$ cat src/rtl/d8fd_pkg.sv
`timescale 1ns / 1ps
// Shared constants, codes and types of the D8 flow direction block.
package d8fd_pkg;

    // Geometry and word widths.
    localparam int MAX_WIDTH      = 1024;
    localparam int COL_BITS       = $clog2(MAX_WIDTH);
    localparam int ROW_BITS       = 16;
    localparam int WIDTH_CFG_BITS = 11;
    localparam int OFFSETS_BITS   = 32;
    localparam int SAMPLE_BITS    = 16;
    localparam int HEIGHT_BITS    = 16;
    localparam int WEIGHT_BITS    = HEIGHT_BITS + 16;
    localparam int DIR_BITS       = 3;
    localparam int NUM_DIRS       = 8;
    localparam int WIN_CELLS      = 9;
    localparam int NUM_JOBS       = 4;
    localparam int JOB_BITS       = 2;

    // Queue between the front and the back.
    localparam int QUEUE_DEPTH = 4;
    localparam int QPTR_BITS   = $clog2(QUEUE_DEPTH);
    localparam int QCOUNT_BITS = QPTR_BITS + 1;

    // Configuration port.
    localparam int CFG_INDEX_BITS = 2;
    localparam int CFG_DATA_BITS  = 32;
    localparam logic [CFG_INDEX_BITS-1:0] CFG_GRID_WIDTH       = 2'd0;
    localparam logic [CFG_INDEX_BITS-1:0] CFG_GRID_HEIGHT      = 2'd1;
    localparam logic [CFG_INDEX_BITS-1:0] CFG_NEIGHBOR_OFFSETS = 2'd2;

    localparam logic [WIDTH_CFG_BITS-1:0] GRID_WIDTH_RESET  = 11'd1024;
    localparam logic [ROW_BITS-1:0]       GRID_HEIGHT_RESET = 16'd1024;
    localparam logic [OFFSETS_BITS-1:0]   OFFSETS_RESET     = 32'hDCF3_7451;

    // Step codes of one offset entry half.
    localparam logic [1:0] STEP_PLUS  = 2'd1;
    localparam logic [1:0] STEP_MINUS = 2'd3;

    // 1/sqrt(2) in Q16, rounded.
    localparam logic [15:0] Q16_INV_SQRT2 = 16'd46341;

    // Result jobs of one word, in emission order.
    localparam logic [JOB_BITS-1:0] JOB_PREV_CENTER = 2'd0; // cell (x-1, z-1)
    localparam logic [JOB_BITS-1:0] JOB_PREV_EDGE   = 2'd1; // cell (x, z-1), row end
    localparam logic [JOB_BITS-1:0] JOB_LAST_CENTER = 2'd2; // cell (x-1, z), last row
    localparam logic [JOB_BITS-1:0] JOB_LAST_EDGE   = 2'd3; // cell (x, z), grid end

    typedef logic [HEIGHT_BITS-1:0] t_height;

    // One classified word as handed from the front to the back.
    typedef struct packed {
        logic [WIN_CELLS-1:0][HEIGHT_BITS-1:0] win;
        logic [COL_BITS-1:0]                   x;
        logic [ROW_BITS-1:0]                   z;
        logic                                  x_is_one;
        logic                                  z_is_one;
        logic [NUM_JOBS-1:0]                   jobs;
    } t_entry;

endpackage

$ cat src/rtl/d8fd_queue.sv
`timescale 1ns / 1ps
// Short queue of classified window entries between the front and the back.
module d8fd_queue (
    input  logic                             i_clk,
    input  logic                             i_rst_n,
    input  logic                             i_push,
    input  d8fd_pkg::t_entry                 i_entry,
    input  logic                             i_pop,
    output logic                             o_valid,
    output d8fd_pkg::t_entry                 o_head,
    output logic [d8fd_pkg::QCOUNT_BITS-1:0] o_count
);
    import d8fd_pkg::*;

    t_entry                 r_slots [QUEUE_DEPTH];
    logic [QPTR_BITS-1:0]   r_wr_ptr;
    logic [QPTR_BITS-1:0]   r_rd_ptr;
    logic [QCOUNT_BITS-1:0] r_count;

    always_ff @(posedge i_clk) begin
        if (!i_rst_n) begin
            r_wr_ptr <= '0;
            r_rd_ptr <= '0;
            r_count  <= '0;
        end else begin
            if (i_push) begin
                r_wr_ptr <= r_wr_ptr + QPTR_BITS'(1);
            end
            if (i_pop) begin
                r_rd_ptr <= r_rd_ptr + QPTR_BITS'(1);
            end
            if (i_push && !i_pop) begin
                r_count <= r_count + QCOUNT_BITS'(1);
            end else if (i_pop && !i_push) begin
                r_count <= r_count - QCOUNT_BITS'(1);
            end
        end
    end

    always_ff @(posedge i_clk) begin
        if (i_push) begin
            r_slots[r_wr_ptr] <= i_entry;
        end
    end

    assign o_valid = (r_count != '0);
    assign o_head  = r_slots[r_rd_ptr];
    assign o_count = r_count;

    a_no_overflow: assert property (@(posedge i_clk) disable iff (!i_rst_n)
        i_push && !i_pop |-> r_count < QCOUNT_BITS'(QUEUE_DEPTH))
        else $error("queue written while full");

    a_no_underflow: assert property (@(posedge i_clk) disable iff (!i_rst_n)
        i_pop |-> r_count != '0)
        else $error("queue read while empty");

endmodule

$ cat config.mk
export PLATFORM = sky130hd
export DESIGN_NAME = d8fd_queue
export DESIGN_NICKNAME = d
export VERILOG_FILES = /design/src/rtl/d8fd_pkg.sv /design/src/rtl/d8fd_queue.sv
export SDC_FILE = /design/constraint.sdc
export NUM_CORES = 1
export LEC_CHECK = 0
export BUFFER_PORTS_ARGS = -buffer_cell sky130_fd_sc_hd__buf_2
export CAP_MARGIN = 20
export CORE_MARGIN = 2
export CORE_UTILIZATION = 33
export DETAILED_ROUTE_END_ITERATION = 8
export MAX_ROUTING_LAYER = met4
export PLACE_DENSITY_LB_ADDON = 0.25
export SETUP_SLACK_MARGIN = 0.05
export SYNTH_ARGS = -nofsm -noshare
export SYNTH_HDL_FRONTEND = slang
export SYNTH_SLANG_ARGS = --single-unit
$ cat constraint.sdc
create_clock -name i_clk -period 11.7 [get_ports i_clk]
set_input_delay 1.17 -clock i_clk [delete_from_list [all_inputs] [get_ports i_clk]]
set_output_delay 1.17 -clock i_clk [all_outputs]
set_load 0.05 [all_outputs]
### Word-level counts from Yosys, hierarchy flattened

Memory sizes are Yosys's and may differ from the RTL's. A register that Yosys moved wholly into a read port is not among the register bits.
Index checks and enable logic that the tools add are counted.

| storage, ports and cells | value |
|---|---|
| memories kept | 1 |
| bits in writable memories | 704 |
| logic and storage cells | 20 |
| input bits | 180 |
| register bits | 7 |
| output and inout port bits | 180 |

Memory list:

| name | words | width | rd ports | clocked after memory_dff | wr ports | RTL line | source |
|---|---|---|---|---|---|---|---|
| r_slots | 4 | 176 | 1 | 1 | 1 | d8fd_queue.sv:15 | `t_entry r_slots [QUEUE_DEPTH];` |

| operators by class | value |
|---|---|
| reduce and logical (&&, ||, !) cells | 6 |
| add/subtract/negate cells | 4 |
| muxes and demuxes | 6 |

Operator list:

| operator | count |
|---|---|
| two-way mux 3 bit | 2 |
| adder 2 x 1 -> 2 bit (second input constant) | 2 |
| two-way mux 2 bit | 2 |
| adder 3 x 1 -> 3 bit (second input constant) | 1 |
| nonzero test 3 bit | 1 |
| subtractor 3 x 1 -> 3 bit (second input constant) | 1 |
| logical AND 1 bit | 2 |
| zero test 1 bit | 2 |
| two-way mux 1 bit | 2 |
| nonzero test 2 bit | 1 |

### Logic depth before layout (Yosys ltp)

| logic depth | value |
|---|---|
| word-level depth | 4 |
| mapped depth | 7 |
| depth with buffers taken out | 7 |

### Least setup slack after synthesis

OpenSTA, ideal clock, no wires.

| timing path | value |
|---|---|
| kind | input to register |
| start point | input i_push |
| end point | memory r_slots[0][0] (netlist name) (enable) |
| stages on the path | 1 |
| setup slack | 5.971 ns |
| library setup time | 0.557 ns |
| path buffers | 0 |
| data arrival time | 5.173 ns |
| data required time | 11.143 ns |
| cells stage by stage | and2_1 |

| between the ends | value |
|---|---|
| cells in the longest elaborated chain, start to end | 2 |

Ends and longest elaborated chain:

| item | RTL line | source |
|---|---|---|
| start: declaration | d8fd_queue.sv:6 | `input logic i_push,` |
| two-way mux 1 bit | d8fd_queue.sv:41 | `if (i_push) begin` |
| two-way mux 1 bit (not written as such) | d8fd_queue.sv:42 | `r_slots[r_wr_ptr] <= i_entry;` |
| end: declaration | d8fd_queue.sv:15 |  |

No other way between the ends.

==> flow_summary.json <==
{
  "status": "finished clean",
  "seq_area_frac_synth_pct": 82.5,
  "cts_resized": 0,
  "grt_pass1_wl_mm": 79.4,
  "total_power_mw": 6.16,
  "leakagePower_nw": 10.4,
  "worst_pin_slew_ps": 979,
  "n_fill_cell": 6895,
  "ys_seq_elements": 713,
  "ant_nets": 0,
  "num_vias": 11500,
  "path_clk_slew_ps": 60,
  "layout-drive-gt1-share_pct": 46.1,
  "required_ps": 10530,
  "cts_buffers": 78,
  "hold_buffers": 0,
  "drc": 0,
  "grt_use_total_pct": 13.5,
  "startpoint_type": "flop",
  "antenna_found_initial": 11,
  "synth_area_leaders": "edfxtp_1 (82%), mux4_2 (15%), buf_6 (0.74%), dfxtp_1 (0.70%), buf_2 (0.37%)",
  "synth_cells": 962,
  "endpoint_kind": "output pin",
  "reg2reg_to": "r_slots[3][138]",
  "numClockSinks": 713,
  "postPlaceCellArea_um2": 28800,
  "hold_violations": 0,
  "whs_ps": 511,
  "reg2reg_slack_ps": 8720,
  "syn_area_per_cell_um2": 26.9,
  "dr.pass1.iters": 5,
  "finalWeightedCongestion": 0.700,
  "synthAdderAreaFrac_pct": 0.320,
  "hp-class": "flop to flop",
  "insertion_delay_ps": 610,
  "cap_violations": 0,
  "crit-reg2reg-launch": "r_wr_ptr[0]",
  "ys_warn_count": 0,
  "initialDrtViolationCount": 604,
  "synth_compound_area_share_pct": 0.0484,
  "whs_path_depth": 2,
  "cts_tree": "done",
  "htree_levels": 3,
  "worst_slack_ps": 6790,
  "routedWlPerCell_um": 21.2,
  "r2r_cells": 4,
  "die_w_um": 284,
  "ioPinCount": 360,
  "finClkSkew_ps": 15.7,
  "pre_cts_slack_ps": 7230,
  "synthDistinctLibCells": 18,
  "path_class": "flop to output pin",
  "yosysTopAreaCell": "edfxtp_1",
  "finalSetupViolations": 0,
  "die_y_um": 284,
  "slew_headroom_pct": 34.7,
  "fin_crit_sh_pct": 41.9,
  "crit_end": "o_head[38]",
  "layout.nets": 1566,
  "syn-cell-area_um2": 25800,
  "grt_start_max_net_pins": 61,
  "die_area_um2": 80600,
  "post_cts_buffers": 0,
  "ctsRootBufferMaster": "clkbuf_16",
  "clock_path_buffers": 3,
  "rsz0062_at_grt": "false",
  "area_growth_pct": 21.3,
  "ir_worst_vdd_v": 0.000124,
  "yosysTopAreaCellShare_pct": 81.8,
  "yosys.area_share.simple_pct": 0.329,
  "post-dp-hpwl_mm": 31.6,
  "fin_area_um2": 31400,
  "vias_per_cell": 4.60,
  "crit_arrival_ps": 3740,
  "synthXorXnorAreaFrac_pct": 0.169,
  "initial_utilization_pct": 33.4,
  "fin_setup_tns_ps": 0,
  "grt_pass1_vias": 12500,
  "drv_slew": 0,
  "min_period_ps": 4910,
  "rows": 102,
  "synth.area.mux_share_pct": 15.4,
  "portBuffers": 359,
  "fmax_mhz": 204,
  "coreArea_um2": 77500,
  "routed_wirelength_mm": 52.8,
  "cp_max_fo": 41,
  "grt_overflow": 0,
  "cellPowerDensity_nw_per_um2": 196,
  "synth_top_family_by_area": "multiplexers",
  "synthesis.nets": 1148
}
[layout by cell type, fill, tap and decap left out, drive strengths merged]
cell        n
clkinvlp    2
fa          1
and2        9
inv         6
xnor2       2
nor2b       2
mux4      176
dfxtp       9
clkinv     35
ha          5
nand2       1
buf       378
diode      11
edfxtp    704
mux2i       2
a21boi      1
o21ai       1
bufinv      7
clkbuf     93
xor2        3
or3         2
[cells in the mapped netlist]
cell / instances
ha_1: 5
edfxtp_1: 704
or3_1: 2
a21boi_0: 1
and2_1: 9
clkbuf_1: 4
nand2_1: 1
buf_2: 19
inv_1: 4
buf_6: 17
mux2i_1: 2
dfxtp_1: 9
nor2b_1: 2
o21ai_0: 1
xnor2_1: 2
mux4_2: 176
xor2_1: 3
fa_1: 1
[per-layer routing]
metal	vias to the layer above	share of wire, %	GRT usage (%)
met5	-	0	-
met4	0	2.4	4.34
met3	90	7.2	4.33
met2	295	50	21.8
met1	6033	40	16.1
li1	5036	-	-
[state kept, by name (all words and copies together) (netlist names), named ones only]
name,cells
r_rd_ptr,2
r_wr_ptr,2
r_slots,704
o_count,3
[logic make-up (layout without fill, tap and decap cells)]
group / count (synthesis) / in the layout
and+or+nand+nor: 14 / 14
xor gates and xnor gates: 5 / 5
AOI/OAI and AO/OA: 2 / 2
buffers and inverters: 44 / 521
other: 0 / 11
muxes: 178 / 178
adders and majority gates: 6 / 6
DFF: 713 / 713
[worst max-delay path, stage by stage (launching register included)]
cell	delay [ps]
dfxtp_4	670
buf_4	720
buf_4	810
mux4_2	610
buf_2	230
[worst min path at each step]
stage	startpoint	to	slack [ps]
2_1_floorplan	r_wr_ptr[1]	r_wr_ptr[1]	530
3_3_place_gp	o_count[2]	o_count[2]	490
4_1_cts	o_count[2]	o_count[2]	520
3_5_place_dp	o_count[2]	o_count[2]	510
5_1_grt	o_count[2]	o_count[2]	590
6_report	o_count[2]	o_count[2]	510
[per-stage QoR]
| stage | utilization (%) | cells |
|---|---|---|
| global route | 40.5 | 2489 |
| global placement | 37.2 | 2340 |
| detailed placement | 37.2 | 2340 |
| floorplan | - | 962 |
| finish | 40.5 | 2490 |
| CTS | 40.4 | 2479 |
[area by class of cell]
class	count	area (um2)	area share (%)
tap	1040	1300	4.15
inverter	4	15.0	0.0479
multi-input combinational	205	4220	13.5
antenna	11	27.5	0.0878
clock buffer	93	2010	6.40
sequential	713	21300	68.0
timing repair buffer	378	1940	6.19
clock inverter	46	518	1.65
[report_power, final]
part           switching [mW]  leakage [nW]  internal (mW)
clock                   0.973          1.21           1.39
sequential             0.0330          6.54           2.94
combinational           0.589          2.61          0.234
total                    1.60          10.4           4.57
Power figures use the tool's default switching activity.
