<file path="src/rtl/d8fd_pkg.sv">
`timescale 1ns / 1ps
// Shared constants, codes and types of the D8 flow direction block.
package d8fd_pkg;

    // Geometry and word widths.
    localparam int MAX_WIDTH      = 1024;
    localparam int COL_BITS       = $clog2(MAX_WIDTH);
    localparam int ROW_BITS       = 16;
    localparam int WIDTH_CFG_BITS = 11;
    localparam int OFFSETS_BITS   = 32;
    localparam int SAMPLE_BITS    = 16;
    localparam int HEIGHT_BITS    = 16;
    localparam int WEIGHT_BITS    = HEIGHT_BITS + 16;
    localparam int DIR_BITS       = 3;
    localparam int NUM_DIRS       = 8;
    localparam int WIN_CELLS      = 9;
    localparam int NUM_JOBS       = 4;
    localparam int JOB_BITS       = 2;

    // Queue between the front and the back.
    localparam int QUEUE_DEPTH = 4;
    localparam int QPTR_BITS   = $clog2(QUEUE_DEPTH);
    localparam int QCOUNT_BITS = QPTR_BITS + 1;

    // Configuration port.
    localparam int CFG_INDEX_BITS = 2;
    localparam int CFG_DATA_BITS  = 32;
    localparam logic [CFG_INDEX_BITS-1:0] CFG_GRID_WIDTH       = 2'd0;
    localparam logic [CFG_INDEX_BITS-1:0] CFG_GRID_HEIGHT      = 2'd1;
    localparam logic [CFG_INDEX_BITS-1:0] CFG_NEIGHBOR_OFFSETS = 2'd2;

    localparam logic [WIDTH_CFG_BITS-1:0] GRID_WIDTH_RESET  = 11'd1024;
    localparam logic [ROW_BITS-1:0]       GRID_HEIGHT_RESET = 16'd1024;
    localparam logic [OFFSETS_BITS-1:0]   OFFSETS_RESET     = 32'hDCF3_7451;

    // Step codes of one offset entry half.
    localparam logic [1:0] STEP_PLUS  = 2'd1;
    localparam logic [1:0] STEP_MINUS = 2'd3;

    // 1/sqrt(2) in Q16, rounded.
    localparam logic [15:0] Q16_INV_SQRT2 = 16'd46341;

    // Result jobs of one word, in emission order.
    localparam logic [JOB_BITS-1:0] JOB_PREV_CENTER = 2'd0; // cell (x-1, z-1)
    localparam logic [JOB_BITS-1:0] JOB_PREV_EDGE   = 2'd1; // cell (x, z-1), row end
    localparam logic [JOB_BITS-1:0] JOB_LAST_CENTER = 2'd2; // cell (x-1, z), last row
    localparam logic [JOB_BITS-1:0] JOB_LAST_EDGE   = 2'd3; // cell (x, z), grid end

    typedef logic [HEIGHT_BITS-1:0] t_height;

    // One classified word as handed from the front to the back.
    typedef struct packed {
        logic [WIN_CELLS-1:0][HEIGHT_BITS-1:0] win;
        logic [COL_BITS-1:0]                   x;
        logic [ROW_BITS-1:0]                   z;
        logic                                  x_is_one;
        logic                                  z_is_one;
        logic [NUM_JOBS-1:0]                   jobs;
    } t_entry;

endpackage

</file>
<file path="src/rtl/d8fd_if.sv">


interface d8fd_result_if;
    logic                              valid;
    logic                              ready;
    logic [d8fd_pkg::COL_BITS-1:0]     cell_column;
    logic [d8fd_pkg::ROW_BITS-1:0]     cell_row;
    logic [d8fd_pkg::DIR_BITS-1:0]     flow_direction;
    logic                              is_sink;
    logic                              last_of_run;
    logic                              grid_done;

    modport source (output valid, output cell_column, output cell_row,
                    output flow_direction, output is_sink, output last_of_run,
                    output grid_done, input ready);
    modport sink   (input valid, input cell_column, input cell_row,
                    input flow_direction, input is_sink, input last_of_run,
                    input grid_done, output ready);
endinterface

</file>
<file path="src/rtl/d8fd_back.sv">
`timescale 1ns / 1ps
// Back end: job sequencing, slope lanes, steepest-descent tree and output register.
module d8fd_back (
    input  logic                                i_clk,
    input  logic                                i_rst_n,
    input  logic [d8fd_pkg::OFFSETS_BITS-1:0]   i_offsets,
    input  logic                                i_head_valid,
    input  d8fd_pkg::t_entry                    i_head,
    output logic                                o_pop,
    d8fd_result_if.source                       o_result
);
    import d8fd_pkg::*;

    typedef struct packed {
        logic [COL_BITS-1:0] col;
        logic [ROW_BITS-1:0] row;
        logic                last;
        logic                grid_done;
    } t_tag;

    logic                      advance;
    logic                      issue;
    logic [NUM_JOBS-1:0]       pend;
    logic [JOB_BITS-1:0]       sel;
    logic [NUM_JOBS-1:0]       job_bit;
    logic                      last_job;
    logic                      col_shift;
    logic                      row_shift;
    logic                      no_left;
    logic                      no_right;
    logic                      no_top;
    logic                      no_bottom;
    t_tag                      n_a_tag;
    logic [WIN_CELLS-1:0][HEIGHT_BITS-1:0] patch;
    logic [NUM_DIRS-1:0][HEIGHT_BITS-1:0]  n_mag;
    logic [NUM_DIRS-1:0]       n_diag;
    logic [3:0][WEIGHT_BITS-1:0]           l1_w;
    logic [3:0][DIR_BITS-1:0]              l1_d;
    logic [1:0][WEIGHT_BITS-1:0]           l2_w;
    logic [1:0][DIR_BITS-1:0]              l2_d;
    logic [WEIGHT_BITS-1:0]    best_w;
    logic [DIR_BITS-1:0]       best_d;

    logic [NUM_JOBS-1:0]       r_taken;
    logic                      r_a_valid;
    t_tag                      r_a_tag;
    logic [NUM_DIRS-1:0][HEIGHT_BITS-1:0]  r_a_mag;
    logic [NUM_DIRS-1:0]       r_a_diag;
    logic                      r_b_valid;
    t_tag                      r_b_tag;
    logic [NUM_DIRS-1:0][WEIGHT_BITS-1:0]  r_b_weight;
    logic                      r_c_valid;
    t_tag                      r_c_tag;
    logic [1:0][WEIGHT_BITS-1:0]           r_c_weight;
    logic [1:0][DIR_BITS-1:0]              r_c_dir;
    logic                      r_out_valid;
    t_tag                      r_out_tag;
    logic [DIR_BITS-1:0]       r_out_dir;
    logic                      r_out_sink;

    // The whole back pipeline moves whenever the output register can take a word.
    assign advance = !r_out_valid || o_result.ready;
    assign issue   = advance && i_head_valid;

    // Lowest pending job of the head entry goes first.
    always_comb begin
        pend = i_head.jobs & ~r_taken;
        sel  = JOB_LAST_EDGE;
        if (pend[JOB_LAST_CENTER]) begin
            sel = JOB_LAST_CENTER;
        end
        if (pend[JOB_PREV_EDGE]) begin
            sel = JOB_PREV_EDGE;
        end
        if (pend[JOB_PREV_CENTER]) begin
            sel = JOB_PREV_CENTER;
        end
        job_bit  = NUM_JOBS'(1) << sel;
        last_job = (pend & ~job_bit) == '0;
    end

    assign o_pop = issue && last_job;

    // Window position of the cell and which sides of it fall off the grid.
    always_comb begin
        col_shift         = 1'b0;
        row_shift         = 1'b0;
        no_left           = 1'b0;
        no_right          = 1'b0;
        no_top            = 1'b0;
        no_bottom         = 1'b0;
        n_a_tag.col       = i_head.x;
        n_a_tag.row       = i_head.z;
        case (sel)
            JOB_PREV_CENTER: begin
                n_a_tag.col = i_head.x - COL_BITS'(1);
                n_a_tag.row = i_head.z - ROW_BITS'(1);
                no_left     = i_head.x_is_one;
                no_top      = i_head.z_is_one;
            end
            JOB_PREV_EDGE: begin
                col_shift   = 1'b1;
                n_a_tag.row = i_head.z - ROW_BITS'(1);
                no_right    = 1'b1;
                no_top      = i_head.z_is_one;
            end
            JOB_LAST_CENTER: begin
                row_shift   = 1'b1;
                n_a_tag.col = i_head.x - COL_BITS'(1);
                no_left     = i_head.x_is_one;
                no_bottom   = 1'b1;
            end
            JOB_LAST_EDGE: begin
                col_shift   = 1'b1;
                row_shift   = 1'b1;
                no_right    = 1'b1;
                no_bottom   = 1'b1;
            end
            default: begin
                col_shift   = 1'b0;
            end
        endcase
        n_a_tag.last      = last_job;
        n_a_tag.grid_done = (sel == JOB_LAST_EDGE);
    end

    // 3x3 neighborhood centered on the cell; places beyond the window read zero.
    always_comb begin
        for (int pr = 0; pr < 3; pr++) begin
            for (int pc = 0; pc < 3; pc++) begin
                patch[pr*3+pc] = '0;
                if ((pr + int'(row_shift) <= 2) && (pc + int'(col_shift) <= 2)) begin
                    patch[pr*3+pc] =
                        i_head.win[4'((pr + int'(row_shift)) * 3 + pc + int'(col_shift))];
                end
            end
        end
    end

    // One lane per offset entry: drop toward the neighbor, zero when it does not count.
    always_comb begin
        logic [3:0]           code;
        logic                 dxp;
        logic                 dxm;
        logic                 dzp;
        logic                 dzm;
        logic                 skip;
        logic [3:0]           nidx;
        logic [HEIGHT_BITS:0] delta;
        for (int i = 0; i < NUM_DIRS; i++) begin
            code  = i_offsets[4*i +: 4];
            dxp   = (code[1:0] == STEP_PLUS);
            dxm   = (code[1:0] == STEP_MINUS);
            dzp   = (code[3:2] == STEP_PLUS);
            dzm   = (code[3:2] == STEP_MINUS);
            skip  = (!dxp && !dxm && !dzp && !dzm) || (dxm && no_left) ||
                    (dxp && no_right) || (dzm && no_top) || (dzp && no_bottom);
            nidx  = (dzm ? 4'd0 : (dzp ? 4'd6 : 4'd3)) + (dxm ? 4'd0 : (dxp ? 4'd2 : 4'd1));
            delta = {patch[4][HEIGHT_BITS-1], patch[4]} -
                    {patch[nidx][HEIGHT_BITS-1], patch[nidx]};
            n_mag[i]  = '0;
            if (!skip && !delta[HEIGHT_BITS] && (delta != '0)) begin
                n_mag[i] = delta[HEIGHT_BITS-1:0];
            end
            n_diag[i] = (dxp || dxm) && (dzp || dzm);
        end
    end

    always_ff @(posedge i_clk) begin
        if (!i_rst_n) begin
            r_taken <= '0;
        end else if (issue) begin
            r_taken <= last_job ? '0 : (r_taken | job_bit);
        end
    end

    // Stage A: drops per lane.
    always_ff @(posedge i_clk) begin
        if (!i_rst_n) begin
            r_a_valid <= 1'b0;
        end else if (advance) begin
            r_a_valid <= i_head_valid;
        end
    end

    always_ff @(posedge i_clk) begin
        if (advance) begin
            r_a_tag  <= n_a_tag;
            r_a_mag  <= n_mag;
            r_a_diag <= n_diag;
        end
    end

    // Stage B: slope weights; a diagonal drop is scaled by 1/sqrt(2).
    always_ff @(posedge i_clk) begin
        if (!i_rst_n) begin
            r_b_valid <= 1'b0;
        end else if (advance) begin
            r_b_valid <= r_a_valid;
        end
    end

    always_ff @(posedge i_clk) begin
        if (advance) begin
            r_b_tag <= r_a_tag;
            for (int i = 0; i < NUM_DIRS; i++) begin
                if (r_a_diag[i]) begin
                    r_b_weight[i] <= WEIGHT_BITS'(r_a_mag[i]) * WEIGHT_BITS'(Q16_INV_SQRT2);
                end else begin
                    r_b_weight[i] <= {r_a_mag[i], 16'h0000};
                end
            end
        end
    end

    // Stage C: first two levels of the maximum tree; the higher index wins only
    // when strictly steeper, so ties keep the lower index.
    always_comb begin
        for (int k = 0; k < 4; k++) begin
            if (r_b_weight[2*k+1] > r_b_weight[2*k]) begin
                l1_w[k] = r_b_weight[2*k+1];
                l1_d[k] = DIR_BITS'(2*k+1);
            end else begin
                l1_w[k] = r_b_weight[2*k];
                l1_d[k] = DIR_BITS'(2*k);
            end
        end
        for (int k = 0; k < 2; k++) begin
            if (l1_w[2*k+1] > l1_w[2*k]) begin
                l2_w[k] = l1_w[2*k+1];
                l2_d[k] = l1_d[2*k+1];
            end else begin
                l2_w[k] = l1_w[2*k];
                l2_d[k] = l1_d[2*k];
            end
        end
    end

    always_ff @(posedge i_clk) begin
        if (!i_rst_n) begin
            r_c_valid <= 1'b0;
        end else if (advance) begin
            r_c_valid <= r_b_valid;
        end
    end

    always_ff @(posedge i_clk) begin
        if (advance) begin
            r_c_tag    <= r_b_tag;
            r_c_weight <= l2_w;
            r_c_dir    <= l2_d;
        end
    end

    // Last tree level into the output register; no positive slope means a sink.
    always_comb begin
        if (r_c_weight[1] > r_c_weight[0]) begin
            best_w = r_c_weight[1];
            best_d = r_c_dir[1];
        end else begin
            best_w = r_c_weight[0];
            best_d = r_c_dir[0];
        end
    end

    always_ff @(posedge i_clk) begin
        if (!i_rst_n) begin
            r_out_valid <= 1'b0;
        end else if (advance) begin
            r_out_valid <= r_c_valid;
        end
    end

    always_ff @(posedge i_clk) begin
        if (advance) begin
            r_out_tag  <= r_c_tag;
            r_out_sink <= (best_w == '0);
            r_out_dir  <= (best_w == '0) ? '0 : best_d;
        end
    end

    assign o_result.valid          = r_out_valid;
    assign o_result.cell_column    = r_out_tag.col;
    assign o_result.cell_row       = r_out_tag.row;
    assign o_result.flow_direction = r_out_dir;
    assign o_result.is_sink        = r_out_sink;
    assign o_result.last_of_run    = r_out_tag.last;
    assign o_result.grid_done      = r_out_tag.grid_done;

    a_done_is_last: assert property (@(posedge i_clk) disable iff (!i_rst_n)
        r_out_valid && r_out_tag.grid_done |-> r_out_tag.last)
        else $error("grid end result is not the last of its word");

    a_sink_dir_zero: assert property (@(posedge i_clk) disable iff (!i_rst_n)
        r_out_valid && r_out_sink |-> r_out_dir == '0)
        else $error("sink result carries a direction");

    a_pending_job: assert property (@(posedge i_clk) disable iff (!i_rst_n)
        i_head_valid |-> pend != '0)
        else $error("queue head has no job left");

endmodule

</file>
<file path="src/flat_wrapper.sv">
// flat-port wrapper written by rule: the top's interface ports become plain ports
module d8fd_back_flat import d8fd_pkg::*;
  (i_clk, i_rst_n, i_offsets, i_head_valid, i_head, o_pop, o_result_valid, o_result_cell_column, o_result_cell_row, o_result_flow_direction, o_result_is_sink, o_result_last_of_run, o_result_grid_done, o_result_ready);
  d8fd_result_if o_result_i ();
  input  logic i_clk;
  input  logic i_rst_n;
  input  logic [d8fd_pkg::OFFSETS_BITS-1:0] i_offsets;
  input  logic i_head_valid;
  input  d8fd_pkg::t_entry i_head;
  output logic o_pop;
  output wire logic [$bits(o_result_i.valid)-1:0] o_result_valid;
  output wire logic [$bits(o_result_i.cell_column)-1:0] o_result_cell_column;
  output wire logic [$bits(o_result_i.cell_row)-1:0] o_result_cell_row;
  output wire logic [$bits(o_result_i.flow_direction)-1:0] o_result_flow_direction;
  output wire logic [$bits(o_result_i.is_sink)-1:0] o_result_is_sink;
  output wire logic [$bits(o_result_i.last_of_run)-1:0] o_result_last_of_run;
  output wire logic [$bits(o_result_i.grid_done)-1:0] o_result_grid_done;
  input wire logic [$bits(o_result_i.ready)-1:0] o_result_ready;
  assign o_result_valid = o_result_i.valid;
  assign o_result_cell_column = o_result_i.cell_column;
  assign o_result_cell_row = o_result_i.cell_row;
  assign o_result_flow_direction = o_result_i.flow_direction;
  assign o_result_is_sink = o_result_i.is_sink;
  assign o_result_last_of_run = o_result_i.last_of_run;
  assign o_result_grid_done = o_result_i.grid_done;
  assign o_result_i.ready = o_result_ready;
  d8fd_back u_core (.i_clk(i_clk), .i_rst_n(i_rst_n), .i_offsets(i_offsets), .i_head_valid(i_head_valid), .i_head(i_head), .o_pop(o_pop), .o_result(o_result_i));
endmodule
</file>
<file path="config.mk">
export PLATFORM = sky130hd
export DESIGN_NAME = d8fd_back_flat
export DESIGN_NICKNAME = d
export VERILOG_FILES = /design/src/rtl/d8fd_pkg.sv /design/src/rtl/d8fd_if.sv /design/src/rtl/d8fd_back.sv /design/src/flat_wrapper.sv
export SDC_FILE = /design/constraint.sdc
export NUM_CORES = 2
export LEC_CHECK = 0
export BUFFER_PORTS_ARGS = -buffer_cell sky130_fd_sc_hd__clkbuf_2
export CORE_ASPECT_RATIO = 1.4
export CORE_MARGIN = 1
export CORE_UTILIZATION = 50
export DETAILED_ROUTE_END_ITERATION = 10
export PLACE_DENSITY = 0.64
export SETUP_SLACK_MARGIN = 0.15
export SKIP_CTS_REPAIR_TIMING = 1
export SYNTH_ARGS = -nofsm -noshare
export SYNTH_HDL_FRONTEND = slang
export SYNTH_SLANG_ARGS = --single-unit
</file>
<file path="constraint.sdc">
create_clock -name i_clk -period 42.6 [get_ports i_clk]
set_input_delay 4.26 -clock i_clk [delete_from_list [all_inputs] [get_ports i_clk]]
set_output_delay 4.26 -clock i_clk [all_outputs]
set_load 0.01 [all_outputs]
</file>
Word level (Yosys, flattened, before mapping)
Index checks and enable logic that the tools add are counted.

Bits in registers: 586. Input port bits: 212. Output and inout bits: 34. Word-level logic and storage cells: 491.

$add $sub $neg: 37. $mul: 11. Magnitude comparators: 30. Eq/ne operators: 35. Shift-type cells: 1. Mux-type cells: 116. Bitwise operators: 5. Reduce and logical (&&, ||, !) cells: 204.

Operators by type and width (number): $bmux 16 s4 (17); $mux 16 (36); $mux 32 (15); $mul 16x16->32 const B (8); $gt 32x32->1 (7); $reduce_bool 17->1 (8); $sub 16x16->17 (8); $le 32x3->1 const B (4); $logic_and 1x1->1 (91); $mux 4 (17); $mul 32x3->4 const B (2); $lt 4x6->1 const B (9); $logic_not 1->1 (49); $logic_or 1x1->1 (49); $lt 4x5->1 const B (8); $add 4x2->4 (9); $eq 2x2->1 const B (18); $eq 2x1->1 const B (17); $add 4x4->4 (8); $logic_not 32->1 (1); $mux 3 (9); $mux 2 (12); $sub 16x1->16 const B (1); $add 4x2->4 const B (3); 15 further kinds (33).

Logic depth before layout (Yosys ltp)
Depth after elaboration: 22. Gate-level depth with buffers: 31. Gate-level depth less buffers: 26.

Worst setup path before layout
No wires, ideal clock.

Kind: input-to-output. Start: input port o_result_ready. End: output port o_pop. Arrival: 16637 ps. Required time: 38340 ps. Slack: 21703 ps. Stages on the path: 4. Path buffers: 0. Path through: nor2b_1 -> inv_1 -> and2_0 -> and2_1.

Word-level cells in the longest chain between the ends: 3.

Ends and longest elaborated chain: start, declared (line flat_wrapper.sv:18) `input wire logic [$bits(o_result_i.ready)-1:0] o_result_ready;`; $logic_or 1x1->1 (line d8fd_back.sv:62) `assign advance = !r_out_valid || o_result.ready;`; $logic_and 1x1->1 (line d8fd_back.sv:63) `assign issue = advance && i_head_valid;`; $logic_and 1x1->1 (line d8fd_back.sv:82) `assign o_pop = issue && last_job;`; end, declared (line flat_wrapper.sv:10) `output logic o_pop;`.

Every way passes these cells.

Worst setup path after layout
Start: input port i_head[0] in the netlist's numbering. End: register u_core.r_a_mag[3] in the netlist's numbering, data pin.

Word-level cells in the longest chain between the ends: 19. Elaborated cells between the ends (all ways): 103. Those cells by class: 20 x add/sub; 3 x mul; 6 x order compare; 3 x eq/ne; 43 x mux; 1 x bitwise; 27 x reduce/logical.

Ends and longest elaborated chain: start, declared (line flat_wrapper.sv:9) `input d8fd_pkg::t_entry i_head;`; $and 4x4->4 (*) (line d8fd_back.sv:67) `pend = i_head.jobs & ~r_taken;`; $mux 2 (*) (line d8fd_back.sv:75) `if (pend[JOB_PREV_CENTER]) begin`; branches (longest 17 deep; another with $mul 32x3->4); end signal, assigned (line d8fd_back.sv:189) `r_a_mag <= n_mag;`; end, declared (line d8fd_back.sv:47) `logic [NUM_DIRS-1:0][HEIGHT_BITS-1:0] r_a_mag;`.

Mark *: on every way between the ends. The select of a mux whose other input is x is not followed. A chain may end at the register's enable or synchronous reset.

==> impl_metrics.py <==
metrics = {
    "run_status": {
        "status": "complete, but fails checks",
        "violations": "max-capacitance violations, max-slew violations",
    },
    "placement": {
        "dpl.hpwl_mm": 206,
        "io_buffers": 245,
        "gp_congestion": 1.06,
        "placed_cell_area_sq_um": 83100,
    },
    "cts": {
        "clock-sinks": 584,
        "clock_path_buffers": 3,
        "cts_max_level": 3,
        "cts_buffers": 69,
        "cts_tree": "yes",
        "clkSlewWorstSetupHoldPaths_ns": 0.06,
        "clock_latency_ns": 0.70,
        "root_buffer": "clkbuf_16",
    },
    "synthesis": {
        "yosysTopAreaCell": "edfxtp_1",
        "syn_nets": 9734,
        "yosysSeqAreaShare": 0.220,
        "synth_cell_types": 80,
        "syn-cell-area_sq_um": 79200,
        "synth_top_cell_area_share": 0.218,
        "ys.flop_type": "edfxtp_1",
        "synth-edff-count": 576,
        "synthTopCellsByArea": "edfxtp_1 22%, ha_1 21%, fa_1 11%",
        "yosysWarnings": 0,
        "async_flop_share": 0,
        "synthCells": 7762,
        "avgSynthCellArea_sq_um": 10.2,
        "synth-seq-cells": 584,
    },
    "setup_path": {
        "r2r_setup_slack_ns": 32.94,
        "critPathLaunch": "i_head[0]",
        "required_ns": 43.00,
        "r2r_cells": 24,
        "path_class": "input port to flip-flop",
        "slowest_stage": "o21ai_0",
        "r2r_start": "u_core.r_taken[0]",
        "crit_arrival_ns": 13.29,
        "cpPeakStageDelay_ns": 1.21,
        "cp-end-kind": "flip-flop",
        "cp-start-kind": "input port",
        "cp_max_fo": 53,
        "crit_path_end": "u_core.r_a_mag[3]",
        "rr_endpoint": "u_core.r_a_mag[3]",
    },
    "timing": {
        "fin_setup_tns_ns": 0,
        "drv_slew": 2,
        "fin_crit_ns": 12.90,
        "fmax_mhz": 77.5,
        "worst_pin_slew_ns": 1.58,
        "grt_setup_unrepaired": "no",
        "setup_viol": 0,
        "timing.final.crit_share": 0.303,
        "finClkSkew_ns": 0.0459,
        "relSlewSlack": -0.0628,
        "hold_viol_final": 0,
        "holdWs_ns": 0.415,
    },
    "floorplan": {
        "start_util": 0.504,
        "core_area_sq_um": 157000,
        "die_w_microns": 338,
        "die_area_sq_um": 160000,
        "die_h_microns": 473,
        "io_pins": 246,
        "row_count": 172,
    },
    "worst_hold_path": {
        "worstHoldPathCells": 0,
        "min_path_type": "flip-flop to flip-flop",
    },
    "global_route": {
        "antenna_found_initial": 19,
        "grt_pass1_vias": 64100,
        "grt_use_total": 0.317,
        "grt_max_degree": 172,
        "grt_overflow": 0,
        "grt_pass1_wl_mm": 383,
    },
    "cells_and_area": {
        "final_cell_mix": "1315 x ha_1, 1043 x inv_1, 576 x edfxtp_1",
        "num-fill-cells": 14000,
        "drive_gt1_frac": 0.132,
        "layout.nets": 9871,
        "fin_area_sq_um": 85400,
        "final_common_cell": "ha_1",
        "final_core_util": 0.544,
        "area_growth_pct": 7.81,
    },
    "routing": {
        "wl_per_cell_microns": 25.3,
        "drt-initial-drc-count": 5008,
        "drc": 0,
        "first_pass_iters": 6,
        "top_layer": "met5",
        "met3_wirelength_mm": 16.3,
        "route.met2.wl_mm": 124,
        "routed_wl_mm": 255,
        "met1Wirelength_mm": 93.2,
        "vias": 62500,
        "ant_nets": 0,
        "vias_per_cell": 6.21,
    },
    "flow_run": {
        "maxCapViolations": 1,
    },
}
[registers in the layout (all words and copies together) (netlist names), 3 cells and up]
signal,cells
u_core.r_c_weight,64
u_core.o_result.cell_column,10
u_core.r_b_weight,256
u_core.r_a_mag,128
u_core.r_a_tag,28
u_core.r_a_diag,8
u_core.r_b_tag,28
u_core.r_taken,4
u_core.o_result.flow_direction,3
u_core.r_c_dir,4
u_core.o_result.cell_row,16
u_core.r_c_tag,28
[cell type report]
cell class	count	area, sq um	area share
inverter	1048	3940	0.0461
timing repair buffer	363	2120	0.0249
sequential	584	17500	0.204
clock inverter	47	503	0.00589
clock buffer	78	1760	0.0206
antenna	15	37.5	0.000439
multi-input combinational	5833	57000	0.667
tap	2088	2610	0.0306
[metal layers]
layer / vias to the layer above / GRT usage
met1: 30800 / 0.356
met4: 8 / 0.236
met5: - / 0
li1: 28400 / -
met2: 2515 / 0.545
met3: 709 / 0.0480
[critical path, delay by kind of cell]
kind / cells / cell delay [ns]
AO/OA/AOI/OAI: 8 / 3.54
buffers and inverters: 6 / 2.20
adder cells (fa/ha/maj): 2 / 1.34
AND/OR/NAND/NOR: 8 / 1.19
multiplexers: 1 / 0.56
[worst min-delay path by stage]
stage,startpoint,end,slack (ns)
floorplan,u_core.r_c_tag[18],u_core.o_result.cell_column[0],0.40
global placement,u_core.r_a_tag[4],u_core.r_b_tag[4],0.40
detailed placement,u_core.r_b_tag[3],u_core.r_c_tag[3],0.40
CTS,u_core.r_a_tag[4],u_core.r_b_tag[4],0.41
global route,u_core.r_b_tag[9],u_core.r_c_tag[9],0.42
finish,u_core.r_b_tag[23],u_core.r_c_tag[23],0.41
[synth_stat cells (all sizes together), types with 14 or more instances]
cell type,instances
nor2b,54
nor2,547
mux2,117
nand2,334
a221oi,42
a211oi,71
or3,20
xnor2,192
mux4,356
nor3b,14
inv,1045
nand2b,69
edfxtp,576
a21o,207
clkbuf,215
and2,123
nor3,76
o211ai,24
nand3,87
a22oi,17
ha,1328
o31ai,18
fa,432
o221ai,23
mux2i,282
nand4,76
nor4,29
and3,23
o21a,53
o21ai,331
buf,82
or2,20
a21oi,436
o21bai,31
a31oi,137
xor2,104
[metrics by stage]
| stage | setup WS (ns) | cells |
|---|---|---|
| floorplan | 21.70 | 7762 |
| global placement | 29.51 | 9915 |
| detailed placement | 29.35 | 9915 |
| CTS | 30.05 | 10000 |
| global route | 29.35 | 10100 |
| finish | 29.70 | 10100 |
[cells by family after synthesis]
| kind of cell | count (synthesis) | synth area share |
|---|---|---|
| AO/OA/AOI/OAI | 1508 | 0.120 |
| XOR/XNOR | 296 | 0.0327 |
| adder cells (fa/ha/maj) | 1760 | 0.319 |
| buffers and inverters | 1345 | 0.0644 |
| flip-flops | 584 | 0.220 |
| multiplexers | 755 | 0.153 |
| AND/OR/NAND/NOR | 1514 | 0.0904 |
Power is not shown: default switching activity piles up to over one toggle a cycle in this logic, so the estimate is an artifact.
